**config.mk**
```make
export PLATFORM = sky130hd
export DESIGN_NAME = hex_morse_blinker
export DESIGN_NICKNAME = d
export VERILOG_FILES = /design/src/design/hmb_pkg.sv /design/src/design/hmb_core.sv /design/src/design/hmb_skid.sv /design/src/design/hex_morse_blinker.sv
export SDC_FILE = /design/constraint.sdc
export NUM_CORES = 1
export LEC_CHECK = 0
export BUFFER_PORTS_ARGS = -buffer_cell sky130_fd_sc_hd__buf_2
export CELL_PAD_IN_SITES_DETAIL_PLACEMENT = 1
export CELL_PAD_IN_SITES_GLOBAL_PLACEMENT = 1
export CORE_ASPECT_RATIO = 0.5
export CORE_UTILIZATION = 45
export CTS_CLUSTER_DIAMETER = 60
export DETAILED_ROUTE_END_ITERATION = 8
export PLACE_DENSITY_LB_ADDON = 0.1
export REMOVE_ABC_BUFFERS = 1
export SYNTH_ARGS = -nofsm -noshare
export SYNTH_HDL_FRONTEND = slang
export SYNTH_SLANG_ARGS = --single-unit
```
**constraint.sdc**
```tcl
create_clock -name clk -period 9.65 [get_ports clk]
set_input_delay 2.4125 -clock clk [delete_from_list [all_inputs] [get_ports clk]]
set_output_delay 2.4125 -clock clk [all_outputs]
set_load 0.01 [all_outputs]
```
**src/design/hmb_pkg.sv**
```systemverilog
// Shared types, constants and Morse code tables for the hex Morse blinker.
package hmb_pkg;

	typedef enum logic [2:0] {
		PH_IDLE   = 3'd0,
		PH_LIGHT  = 3'd1,
		PH_DARK   = 3'd2,
		PH_LETTER = 3'd3,
		PH_WORD   = 3'd4
	} phase_t;

	typedef enum logic [1:0] {
		REG_DOT_TICKS = 2'd0,
		REG_ON_LEVEL  = 2'd1,
		REG_OFF_LEVEL = 2'd2
	} reg_idx_t;

	localparam logic [15:0] DOT_TICKS_RST = 16'd50;
	localparam logic        ON_LEVEL_RST  = 1'b1;
	localparam logic        OFF_LEVEL_RST = 1'b0;

	localparam logic [2:0] UNITS_DOT    = 3'd1;
	localparam logic [2:0] UNITS_DASH   = 3'd3;
	localparam logic [2:0] UNITS_LETTER = 3'd3;
	localparam logic [2:0] UNITS_WORD   = 3'd7;

	// one result item
	typedef struct packed {
		logic finished;
		logic busy_res;
		logic led_level;
	} res_t;

	// number of elements in the code of a hex digit
	function automatic logic [2:0] code_len(input logic [3:0] dig);
		logic [2:0] len;
		case (dig)
			4'hA:    len = 3'd2;
			4'hB:    len = 3'd4;
			4'hC:    len = 3'd4;
			4'hD:    len = 3'd3;
			4'hE:    len = 3'd1;
			4'hF:    len = 3'd4;
			default: len = 3'd5;
		endcase
		return len;
	endfunction

	// bit i set: element i of the digit is a dash
	function automatic logic [4:0] code_dash(input logic [3:0] dig);
		logic [4:0] mask;
		case (dig)
			4'h0:    mask = 5'h1F;
			4'h1:    mask = 5'h1E;
			4'h2:    mask = 5'h1C;
			4'h3:    mask = 5'h18;
			4'h4:    mask = 5'h10;
			4'h5:    mask = 5'h00;
			4'h6:    mask = 5'h01;
			4'h7:    mask = 5'h03;
			4'h8:    mask = 5'h07;
			4'h9:    mask = 5'h0F;
			4'hA:    mask = 5'h02;
			4'hB:    mask = 5'h01;
			4'hC:    mask = 5'h05;
			4'hD:    mask = 5'h01;
			4'hE:    mask = 5'h00;
			4'hF:    mask = 5'h04;
			default: mask = 5'h00;
		endcase
		return mask;
	endfunction

	// units of light for element e of a digit
	function automatic logic [2:0] elem_units(input logic [3:0] dig, input logic [2:0] e);
		logic [4:0] mask;
		logic       dash;
		mask = code_dash(dig);
		dash = (e < 3'd5) ? mask[e] : 1'b0;
		return dash ? UNITS_DASH : UNITS_DOT;
	endfunction

	// nibble idx of a 16-bit value, zero above the fourth nibble
	function automatic logic [3:0] nibble_at(input logic [15:0] val, input logic [4:0] idx);
		logic [3:0] nib;
		nib = 4'h0;
		if (idx < 5'd4)
			nib = val[{idx[1:0], 2'b00} +: 4];
		return nib;
	endfunction

endpackage

```
**src/design/hmb_core.sv**
```systemverilog
// Sequencing state of the blinker: digit, element and unit counters per item.
module hmb_core import hmb_pkg::*; #(
	parameter int DIGITS = 4
) (
	input  logic        clk,
	input  logic        arst_n,
	input  logic        accept,
	input  logic        opcode,
	input  logic [15:0] hex_value,
	input  logic [15:0] dot_ticks,
	input  logic        on_level,
	input  logic        off_level,
	output res_t        res
);

	localparam int DW = (DIGITS > 1) ? $clog2(DIGITS) : 1;

	logic [15:0] shown_q, shown_n;
	logic [DW-1:0] digit_q, digit_n;
	logic [2:0]  elem_q, elem_n;
	logic [15:0] unit_q, unit_n;
	logic [2:0]  left_q, left_n;
	phase_t      phase_q, phase_n;
	logic        fin_n;

	logic [DW-1:0] top_digit;
	logic [3:0]  top_nib;
	logic [3:0]  cur_nib;
	logic [3:0]  prev_nib;
	logic [DW-1:0] digit_dec;
	logic [15:0] limit;
	logic [15:0] unit_inc;
	logic [2:0]  left_dec;
	logic [2:0]  elem_inc;

	// highest nonzero digit of the incoming value, digit 0 at least
	always_comb begin
		top_digit = '0;
		for (int d = 1; d < 4; d++) begin
			if (d < DIGITS && hex_value[4*d +: 4] != 4'h0)
				top_digit = DW'(d);
		end
		top_nib = nibble_at(hex_value, 5'(top_digit));
	end

	assign digit_dec = digit_q - DW'(1);
	assign cur_nib   = nibble_at(shown_q, 5'(digit_q));
	assign prev_nib  = nibble_at(shown_q, 5'(digit_dec));
	assign limit     = (dot_ticks == 16'd0) ? 16'd1 : dot_ticks;
	assign unit_inc  = unit_q + 16'd1;
	assign left_dec  = left_q - 3'd1;
	assign elem_inc  = elem_q + 3'd1;

	// next state
	always_comb begin
		shown_n = shown_q;
		digit_n = digit_q;
		elem_n  = elem_q;
		unit_n  = unit_q;
		left_n  = left_q;
		phase_n = phase_q;
		fin_n   = 1'b0;
		if (opcode) begin
			if (phase_q == PH_IDLE) begin
				shown_n = hex_value;
				digit_n = top_digit;
				elem_n  = 3'd0;
				phase_n = PH_LIGHT;
				left_n  = elem_units(top_nib, 3'd0);
				unit_n  = 16'd0;
			end
		end else if (phase_q != PH_IDLE) begin
			unit_n = unit_inc;
			if (unit_inc >= limit) begin
				unit_n = 16'd0;
				left_n = left_dec;
				if (left_dec == 3'd0) begin
					case (phase_q)
						PH_LIGHT: begin
							phase_n = PH_DARK;
							left_n  = UNITS_DOT;
						end
						PH_DARK: begin
							elem_n = elem_inc;
							if (elem_inc < code_len(cur_nib)) begin
								phase_n = PH_LIGHT;
								left_n  = elem_units(cur_nib, elem_inc);
							end else begin
								phase_n = PH_LETTER;
								left_n  = UNITS_LETTER;
							end
						end
						PH_LETTER: begin
							if (digit_q == '0) begin
								phase_n = PH_WORD;
								left_n  = UNITS_WORD;
							end else begin
								digit_n = digit_dec;
								elem_n  = 3'd0;
								phase_n = PH_LIGHT;
								left_n  = elem_units(prev_nib, 3'd0);
							end
						end
						default: begin
							phase_n = PH_IDLE;
							left_n  = 3'd0;
							elem_n  = 3'd0;
							digit_n = '0;
							fin_n   = 1'b1;
						end
					endcase
				end
			end
		end
	end

	// result of this item, from the state it leaves
	always_comb begin
		res.led_level = (phase_n == PH_LIGHT) ? on_level : off_level;
		res.busy_res  = (phase_n != PH_IDLE);
		res.finished  = fin_n;
	end

	always_ff @(posedge clk or negedge arst_n) begin
		if (!arst_n) begin
			shown_q <= '0;
			digit_q <= '0;
			elem_q  <= '0;
			unit_q  <= '0;
			left_q  <= '0;
			phase_q <= PH_IDLE;
		end else if (accept) begin
			shown_q <= shown_n;
			digit_q <= digit_n;
			elem_q  <= elem_n;
			unit_q  <= unit_n;
			left_q  <= left_n;
			phase_q <= phase_n;
		end
	end

endmodule

```
**src/design/hmb_skid.sv**
```systemverilog
// Output register with a one-entry skid stage, so one more input transfer is taken while the output stalls.
module hmb_skid import hmb_pkg::*; (
	input  logic clk,
	input  logic arst_n,
	input  logic in_valid,
	output logic in_ready,
	input  res_t in_res,
	output logic out_valid,
	input  logic out_ready,
	output res_t out_res
);

	logic out_v_q;
	res_t out_q;
	logic skid_v_q;
	res_t skid_q;
	logic take;
	logic load;

	assign in_ready  = !skid_v_q;
	assign out_valid = out_v_q;
	assign out_res   = out_q;
	assign take      = out_v_q && out_ready;
	assign load      = in_valid && !skid_v_q;

	always_ff @(posedge clk or negedge arst_n) begin
		if (!arst_n) begin
			out_v_q  <= 1'b0;
			skid_v_q <= 1'b0;
		end else if (!out_v_q || take) begin
			if (skid_v_q) begin
				out_v_q  <= 1'b1;
				skid_v_q <= 1'b0;
			end else begin
				out_v_q <= load;
			end
		end else if (load) begin
			skid_v_q <= 1'b1;
		end
	end

	always_ff @(posedge clk) begin
		if (!out_v_q || take) begin
			if (skid_v_q)
				out_q <= skid_q;
			else if (load)
				out_q <= in_res;
		end else if (load) begin
			skid_q <= in_res;
		end
	end

endmodule

```
**src/design/hex_morse_blinker.sv**
```systemverilog
// Top level: blinks a 16-bit value as hex Morse digits, one result per input transfer.
//
//  channel  dir   signals                               carries
//  s_*      in    tvalid tready tdata[15:0] tuser       hex_value, opcode (1 = start)
//  m_*      out   tvalid tready tdata[7:0] tlast        led_level, busy_res, finished
//  apb      in    psel penable pwrite paddr pwdata ...  dot_ticks, on_level, off_level
//
// One input transfer per cycle while s_tready is high; the result of each transfer is registered for m_*.
// Sequencing state updates at the transfer; the result register and a
// one-entry skid stage keep s_tready high while one result waits on a stalled m_tready.
// Reset clears the sequencer to idle and the registers to 50 ticks, on 1, off 0.
module hex_morse_blinker import hmb_pkg::*; #(
	parameter int DIGITS = 4
) (
	input  logic        clk,
	input  logic        arst_n,
	input  logic        s_tvalid,
	output logic        s_tready,
	input  logic [15:0] s_tdata,   // [15:0] hex_value
	input  logic        s_tuser,   // [0] opcode
	output logic        m_tvalid,
	input  logic        m_tready,
	output logic [7:0]  m_tdata,   // [0] led_level, [1] busy_res, [7:2] zero
	output logic        m_tlast,   // finished
	input  logic        psel,
	input  logic        penable,
	input  logic        pwrite,
	input  logic [3:0]  paddr,
	input  logic [31:0] pwdata,
	output logic [31:0] prdata,
	output logic        pready
);

	logic [15:0] dot_ticks_q;
	logic        on_level_q;
	logic        off_level_q;
	logic        accept;
	logic        cfg_wr;
	res_t        core_res;
	res_t        out_res;

	assign pready = 1'b1;
	assign cfg_wr = psel && penable && pwrite && pready;
	assign accept = s_tvalid && s_tready;

	always_ff @(posedge clk or negedge arst_n) begin
		if (!arst_n) begin
			dot_ticks_q <= DOT_TICKS_RST;
			on_level_q  <= ON_LEVEL_RST;
			off_level_q <= OFF_LEVEL_RST;
		end else if (cfg_wr) begin
			case (paddr[3:2])
				REG_DOT_TICKS: dot_ticks_q <= pwdata[15:0];
				REG_ON_LEVEL:  on_level_q  <= pwdata[0];
				REG_OFF_LEVEL: off_level_q <= pwdata[0];
				default: ;
			endcase
		end
	end

	always_comb begin
		case (paddr[3:2])
			REG_DOT_TICKS: prdata = {16'd0, dot_ticks_q};
			REG_ON_LEVEL:  prdata = {31'd0, on_level_q};
			REG_OFF_LEVEL: prdata = {31'd0, off_level_q};
			default:       prdata = 32'd0;
		endcase
	end

	hmb_core #(
		.DIGITS(DIGITS)
	) u_core (
		.clk      (clk),
		.arst_n   (arst_n),
		.accept   (accept),
		.opcode   (s_tuser),
		.hex_value(s_tdata),
		.dot_ticks(dot_ticks_q),
		.on_level (on_level_q),
		.off_level(off_level_q),
		.res      (core_res)
	);

	hmb_skid u_skid (
		.clk      (clk),
		.arst_n   (arst_n),
		.in_valid (s_tvalid),
		.in_ready (s_tready),
		.in_res   (core_res),
		.out_valid(m_tvalid),
		.out_ready(m_tready),
		.out_res  (out_res)
	);

	assign m_tdata = {6'd0, out_res.busy_res, out_res.led_level};
	assign m_tlast = out_res.finished;

endmodule

```
# --- After elaboration in Yosys (flattened, before gate mapping) ---
# Memory sizes are Yosys's and may differ from the RTL's.
# Cells that the tools add are included.
op_classes:
  n_addsub: 4
  multipliers: 0
  n_div: 0
  magnitude_cmp: 4
  n_eq_ne: 16
  n_shift: 3
  mux: 76
  bitwise: 1
  n_reduce_logical: 35
op_table:
  columns: ["cell", "n"]
  rows:
  - ["two-way mux 16 bit", 5]
  - ["two-way mux 3 bit", 26]
  - ["one-hot mux 16 bit (3 select lines)", 1]
  - ["variable part select 16 x 5 -> 4 bit", 3]
  - ["two-way mux 5 bit", 6]
  - ["one-hot mux 3 bit (3 select lines)", 3]
  - ["equality test 4 bit (second input constant)", 6]
  - ["two-way mux 2 bit", 12]
  - ["two-way mux 1 bit", 20]
  - ["adder 16 x 1 -> 16 bit (second input constant)", 1]
  - ["greater-or-equal comparator 16 bit", 1]
  - ["logical NOT 16 bit", 1]
  - ["AND reduction 7 bit", 2]
  - ["one-hot mux 3 bit (4 select lines)", 1]
  - ["nonzero test 4 bit", 3]
  - ["AND reduction 2 bit", 5]
  - ["nonzero test 2 bit", 5]
  - ["equality test 3 x 1 -> 1 bit (second input constant)", 2]
  - ["equality test 3 x 2 -> 1 bit (second input constant)", 2]
  - ["logical NOT 3 bit", 2]
  - ["AND reduction 3 bit", 2]
  - ["nonzero test 3 bit", 2]
  - ["OR reduction 3 bit", 2]
  - ["logical AND 1 bit", 4]
  - ["19 further kinds", 22]
word_totals:
  ff_bits: 69
  latch_bits: 0
  ramBits: 0
  rom_bits: 240
  in_bits: 60
  output_inout_bits: 44
  elab_cells: 159
  mem_count: 3
mem_list:
  columns: ["name", "words", "word_bits", "read_ports", "rd_ports_with_merged_regs", "wr", "line_no", "text"]
  rows:
  - ["(no name shown)", 16, 5, 1, 0, 0, "hmb_pkg.sv:52", "case (dig)"]
  - ["(no name shown)", 16, 5, 1, 0, 0, "hmb_pkg.sv:52", null]
  - ["(no name shown)", 16, 5, 1, 0, 0, "hmb_pkg.sv:52", null]

# --- Logic depth before layout (Yosys ltp) ---
logic_depth:
  ltp_word: 26
  ltp_mapped: 15

# --- By module ---
# A second synthesis with hierarchy kept.
hier_totals:
  cells_unflattened: 495
  area_unflattened_um2: 4947.2
modules_own_cells:
  columns: ["module", "n_inst", "cells_each", "area_each_um2", "seq_area_each_um2"]
  rows:
  - ["hmb_core", 1, 389, 3549.7, 1076.0]
  - ["hex_morse_blinker", 1, 87, 1067.3, 455.4]
  - ["hmb_skid", 1, 19, 330.3, 230.2]

# --- Worst setup path before layout ---
# Ideal clock, no wire load.
synth_path:
  kind: "input to output"
  start: "input port paddr[2]"
  end: "output port prdata[10]"
  arrival_ns: 3.102
  t_required_ns: 7.238
  setup_slack_ns: 4.135
  cell_stages: 3
  cell_sequence: "clkbuf_1 -> clkbuf_1 -> nor3_1"
synth_between:
  elab_chain_cells: 2
synth_lines:
  columns: ["element", "line_no", "text"]
  rows:
  - ["start: declaration", "hex_morse_blinker.sv:28", "input logic [3:0] paddr,"]
  - ["equality test 2 bit (tied with other cells)", "hex_morse_blinker.sv:62", "case (paddr[3:2])"]
  - ["one-hot mux 16 bit (3 select lines) (*)", "hex_morse_blinker.sv:62", null]
  - ["end: declaration", "hex_morse_blinker.sv:30", "output logic [31:0] prdata,"]
# Mark *: on every way between the ends. The rest lies on a longest branch, timed or not.

# --- Final worst setup path ---
layout_path:
  start: "input port paddr[3]"
  end: "output port prdata[0]"
# Same word-level chain as after synthesis.

==> flow_metrics.py <==
metrics = {
    "route": {
        "drtAntennaViolNets": 0,
        "avgRoutedWirePerCell_um": 17.3,
        "firstDrtPassIters": 6,
        "totalWireLength_um": 12300,
        "drc": 0,
        "dr_total_vias": 3987,
        "first_iter_violations": 116,
        "vias_per_cell": 5.60,
    },
    "sta": {
        "holdWs_ns": 0.510,
        "clock-skew-final_ns": 0.00539,
        "final.setup.tns_ns": 0,
        "fmax_ghz": 0.178,
        "layout_setup_ws_ns": 4.05,
        "finalHoldViolations": 0,
        "rsz0062_at_grt": "false",
        "slew_violations": 0,
        "worst_pin_slew_ns": 0.910,
        "min_period_over_period_pct": 58.1,
        "period_needed_ns": 5.60,
        "max_slew_margin_pct": 38.8,
        "setup_viol": 0,
    },
    "floorplanning": {
        "dieArea_sq_um": 11000,
        "rows": 26,
        "die_x_um": 148,
        "core_area_sq_um": 10200,
        "start_util_pct": 46.5,
        "die_h_um": 74.8,
        "ios": 104,
    },
    "global_route": {
        "grt_remaining_overflow": 0,
        "grt_pass1_wl_um": 20200,
        "grtUsageTotal_pct": 23.7,
        "grt_antenna_before_repair": 0,
        "grt_pass1_vias": 3987,
        "grt_max_degree": 64,
    },
    "power": {
        "ir_worst_vdd_uv": 97.8,
        "p_leak_nw": 2.52,
        "power.total_mw": 1.22,
        "cellPowerDensity_nw_per_um2": 223,
    },
    "setup_path": {
        "r2r_start": "u_core.unit_q[0]$_DFFE_PN0P_",
        "cp_slowest_cell": "buf_2",
        "reg2reg_to": "u_core.elem_q[2]$_DFFE_PN0P_",
        "cp_max_fo": 20,
        "worst-path-buf-inv": 2,
        "critPathTopFamily": "buffers and inverters",
        "r2r_setup_slack_ns": 5.54,
        "r2r_cells": 13,
        "crit_path_start_kind": "input port",
        "crit_path_end_kind": "output port",
        "critPathMostFrequentCell": "buf_2",
        "cp_cell_sequence": "buf_2 -> mux2i_1 -> o21ai_0 -> buf_2",
        "worstPathRequired_ns": 7.24,
        "crit_cells": 4,
        "path_class": "input port to output port",
        "cpPeakStageDelay_ns": 0.30,
        "critPathArrivalTime_ns": 3.19,
    },
    "cells_and_area": {
        "n_fill_cell": 1205,
        "area_delta_synth_final_pct": 14.6,
        "nets": 656,
        "drive_above_1_share_pct": 21.0,
        "n_antenna_cell": 0,
    },
    "synth": {
        "seq_area_frac_synth_pct": 36.9,
        "synthFlopType": "dfrtp_1",
        "synth_edf_count": 6,
        "syn_avg_cell_area_sq_um": 9.35,
        "synth_cell_types": 56,
        "synth_cells": 510,
        "synth_area_leader_cell": "dfrtp_1",
        "yosys_warnings": 0,
        "synth-seq-cells": 69,
        "synthesis.area_sq_um": 4770,
        "synth_top_area_share_pct": 31.0,
        "async_flop_share_pct": 91.3,
        "synthTopCellsByArea": "dfrtp_1 (31%), ha_1 (7.6%), o21ai_0 (5.5%), mux2_2 (5.4%), nand2_1 (5.1%)",
    },
    "min_path": {
        "min_path_type": "register to register",
        "holdPathEnd": "u_core.left_q[2]$_DFFE_PN0P_",
        "hp-start": "u_core.left_q[2]$_DFFE_PN0P_",
        "min_delay_path_depth": 1,
    },
    "cts": {
        "cts.repair.resized": 0,
        "cts_hold_buf": 0,
        "cts_buffer_depth": 2,
        "clock_latency_ns": 0.34,
        "cts.sinks": 69,
        "cts_tree": "done",
        "h-tree-depth": 3,
        "numCtsBuffers": 9,
        "cts_root_buffer": "clkbuf_16",
        "post_cts_buffers": 0,
        "clk_pin_slew_worst_paths_ns": 0.06,
    },
    "run": {
        "maxCapViolCount": 0,
    },
    "place": {
        "post-place-ws_ns": 4.03,
        "post-dp-hpwl_um": 9060,
        "port_buffers": 62,
        "place_congestion": 0.794,
    },
    "run_status": {
        "status": "finished clean",
    },
}
-- final cells by class --
| class | instances | area [sq um] | area share [%] |
|---|---|---|---|
| clock buffers | 10 | 250 | 4.58 |
| clock inverters | 6 | 106 | 1.95 |
| inverters | 33 | 124 | 2.27 |
| multi-input cells | 389 | 2720 | 49.7 |
| flip-flops and latches | 69 | 1760 | 32.2 |
| well taps | 140 | 175 | 3.21 |
| repair buffers | 65 | 333 | 6.09 |
-- synth_stat cells, drive strengths merged (7+ instances only) --
library cell / count
xor2: 7
nor3: 23
inv: 32
a21oi: 21
mux4: 10
dfrtp: 59
nand3: 16
ha: 29
and3: 8
nor2: 20
nand2b: 7
buf: 30
o21ai: 52
mux2: 24
clkbuf: 10
xnor2: 9
nand2: 65
-- per-stage QoR --
stage | area [sq um] | instances | utilization (%)
6_report | 5470 | 712 | 53.3
5_1_grt | 5470 | 712 | 53.3
4_1_cts | 5470 | 712 | 53.3
3_5_place_dp | 5110 | 696 | 49.9
3_3_place_gp | 5110 | 696 | 49.9
2_1_floorplan | 4590 | 491 | -
-- per-layer routing --
layer | up-vias | routed length, um | track usage, % | share of wire, %
li1 | 1911 | - | - | -
met4 | 0 | 98 | 5.50 | 0.80
met1 | 1998 | 5840 | 31.0 | 47
met3 | 11 | 337 | 4.48 | 2.7
met5 | - | 0 | 0 | 0
met2 | 67 | 6040 | 41.7 | 49
-- worst max path at each step --
stage,from,to,slack [ns]
finish,paddr[3],prdata[0],4.05
floorplan,paddr[3],prdata[0],4.45
global route,paddr[3],prdata[0],3.97
global placement,paddr[3],prdata[0],4.05
CTS,paddr[3],prdata[0],4.03
detailed placement,paddr[3],prdata[0],4.03
-- layout by cell type, fill, tap and decap left out, types with 5 or more instances in the layout --
master and instances:
dfrtp_1 59, nor2_1 20, nand2b_1 6, a211oi_1 6
and3_1 8, nor3_1 20, nand2_1 65, ha_1 29
conb_1 23, o21a_1 5, inv_1 32, mux4_1 7
nand4_1 6, nor4_1 6, nand3_1 16, o21ai_0 52
xor2_1 7, clkbuf_16 10, a21oi_1 21, buf_2 62
xnor2_1 9, edfxtp_1 6, mux2_2 23
-- flip-flops by register name, indices dropped and copies added (netlist names), 2 cells and up --
signal          count
dot_ticks_q        16
u_core.shown_q     16
u_core.unit_q      16
u_core.elem_q       3
u_core.left_q       3
u_core.phase_q      3
u_skid.out_res      3
u_skid.skid_q       3
u_core.digit_q      2
-- cells by family (layout without fill, tap and decap cells) --
logic type | count (synthesis) | in the layout | synth area share (%)
AO/OA/AOI/OAI | 119 | 119 | 16.1
XOR/XNOR | 16 | 16 | 2.94
adder cells (fa/ha/maj) | 29 | 29 | 7.61
buffers and inverters | 73 | 114 | 8.00
flip-flops | 69 | 69 | 36.9
multiplexers | 38 | 38 | 11.9
other | 2 | 23 | 0.157
AND/OR/NAND/NOR | 164 | 164 | 16.4
-- power by group --
| part | switching (mW) | total, mW | leakage [nW] | internal (mW) |
|---|---|---|---|---|
| Combinational | 0.221 | 0.406 | 1.50 | 0.185 |
| Clock | 0.129 | 0.396 | 0.178 | 0.267 |
| Sequential | 0.0633 | 0.418 | 0.842 | 0.354 |
No activity file was read; power rests on OpenSTA's default activity.
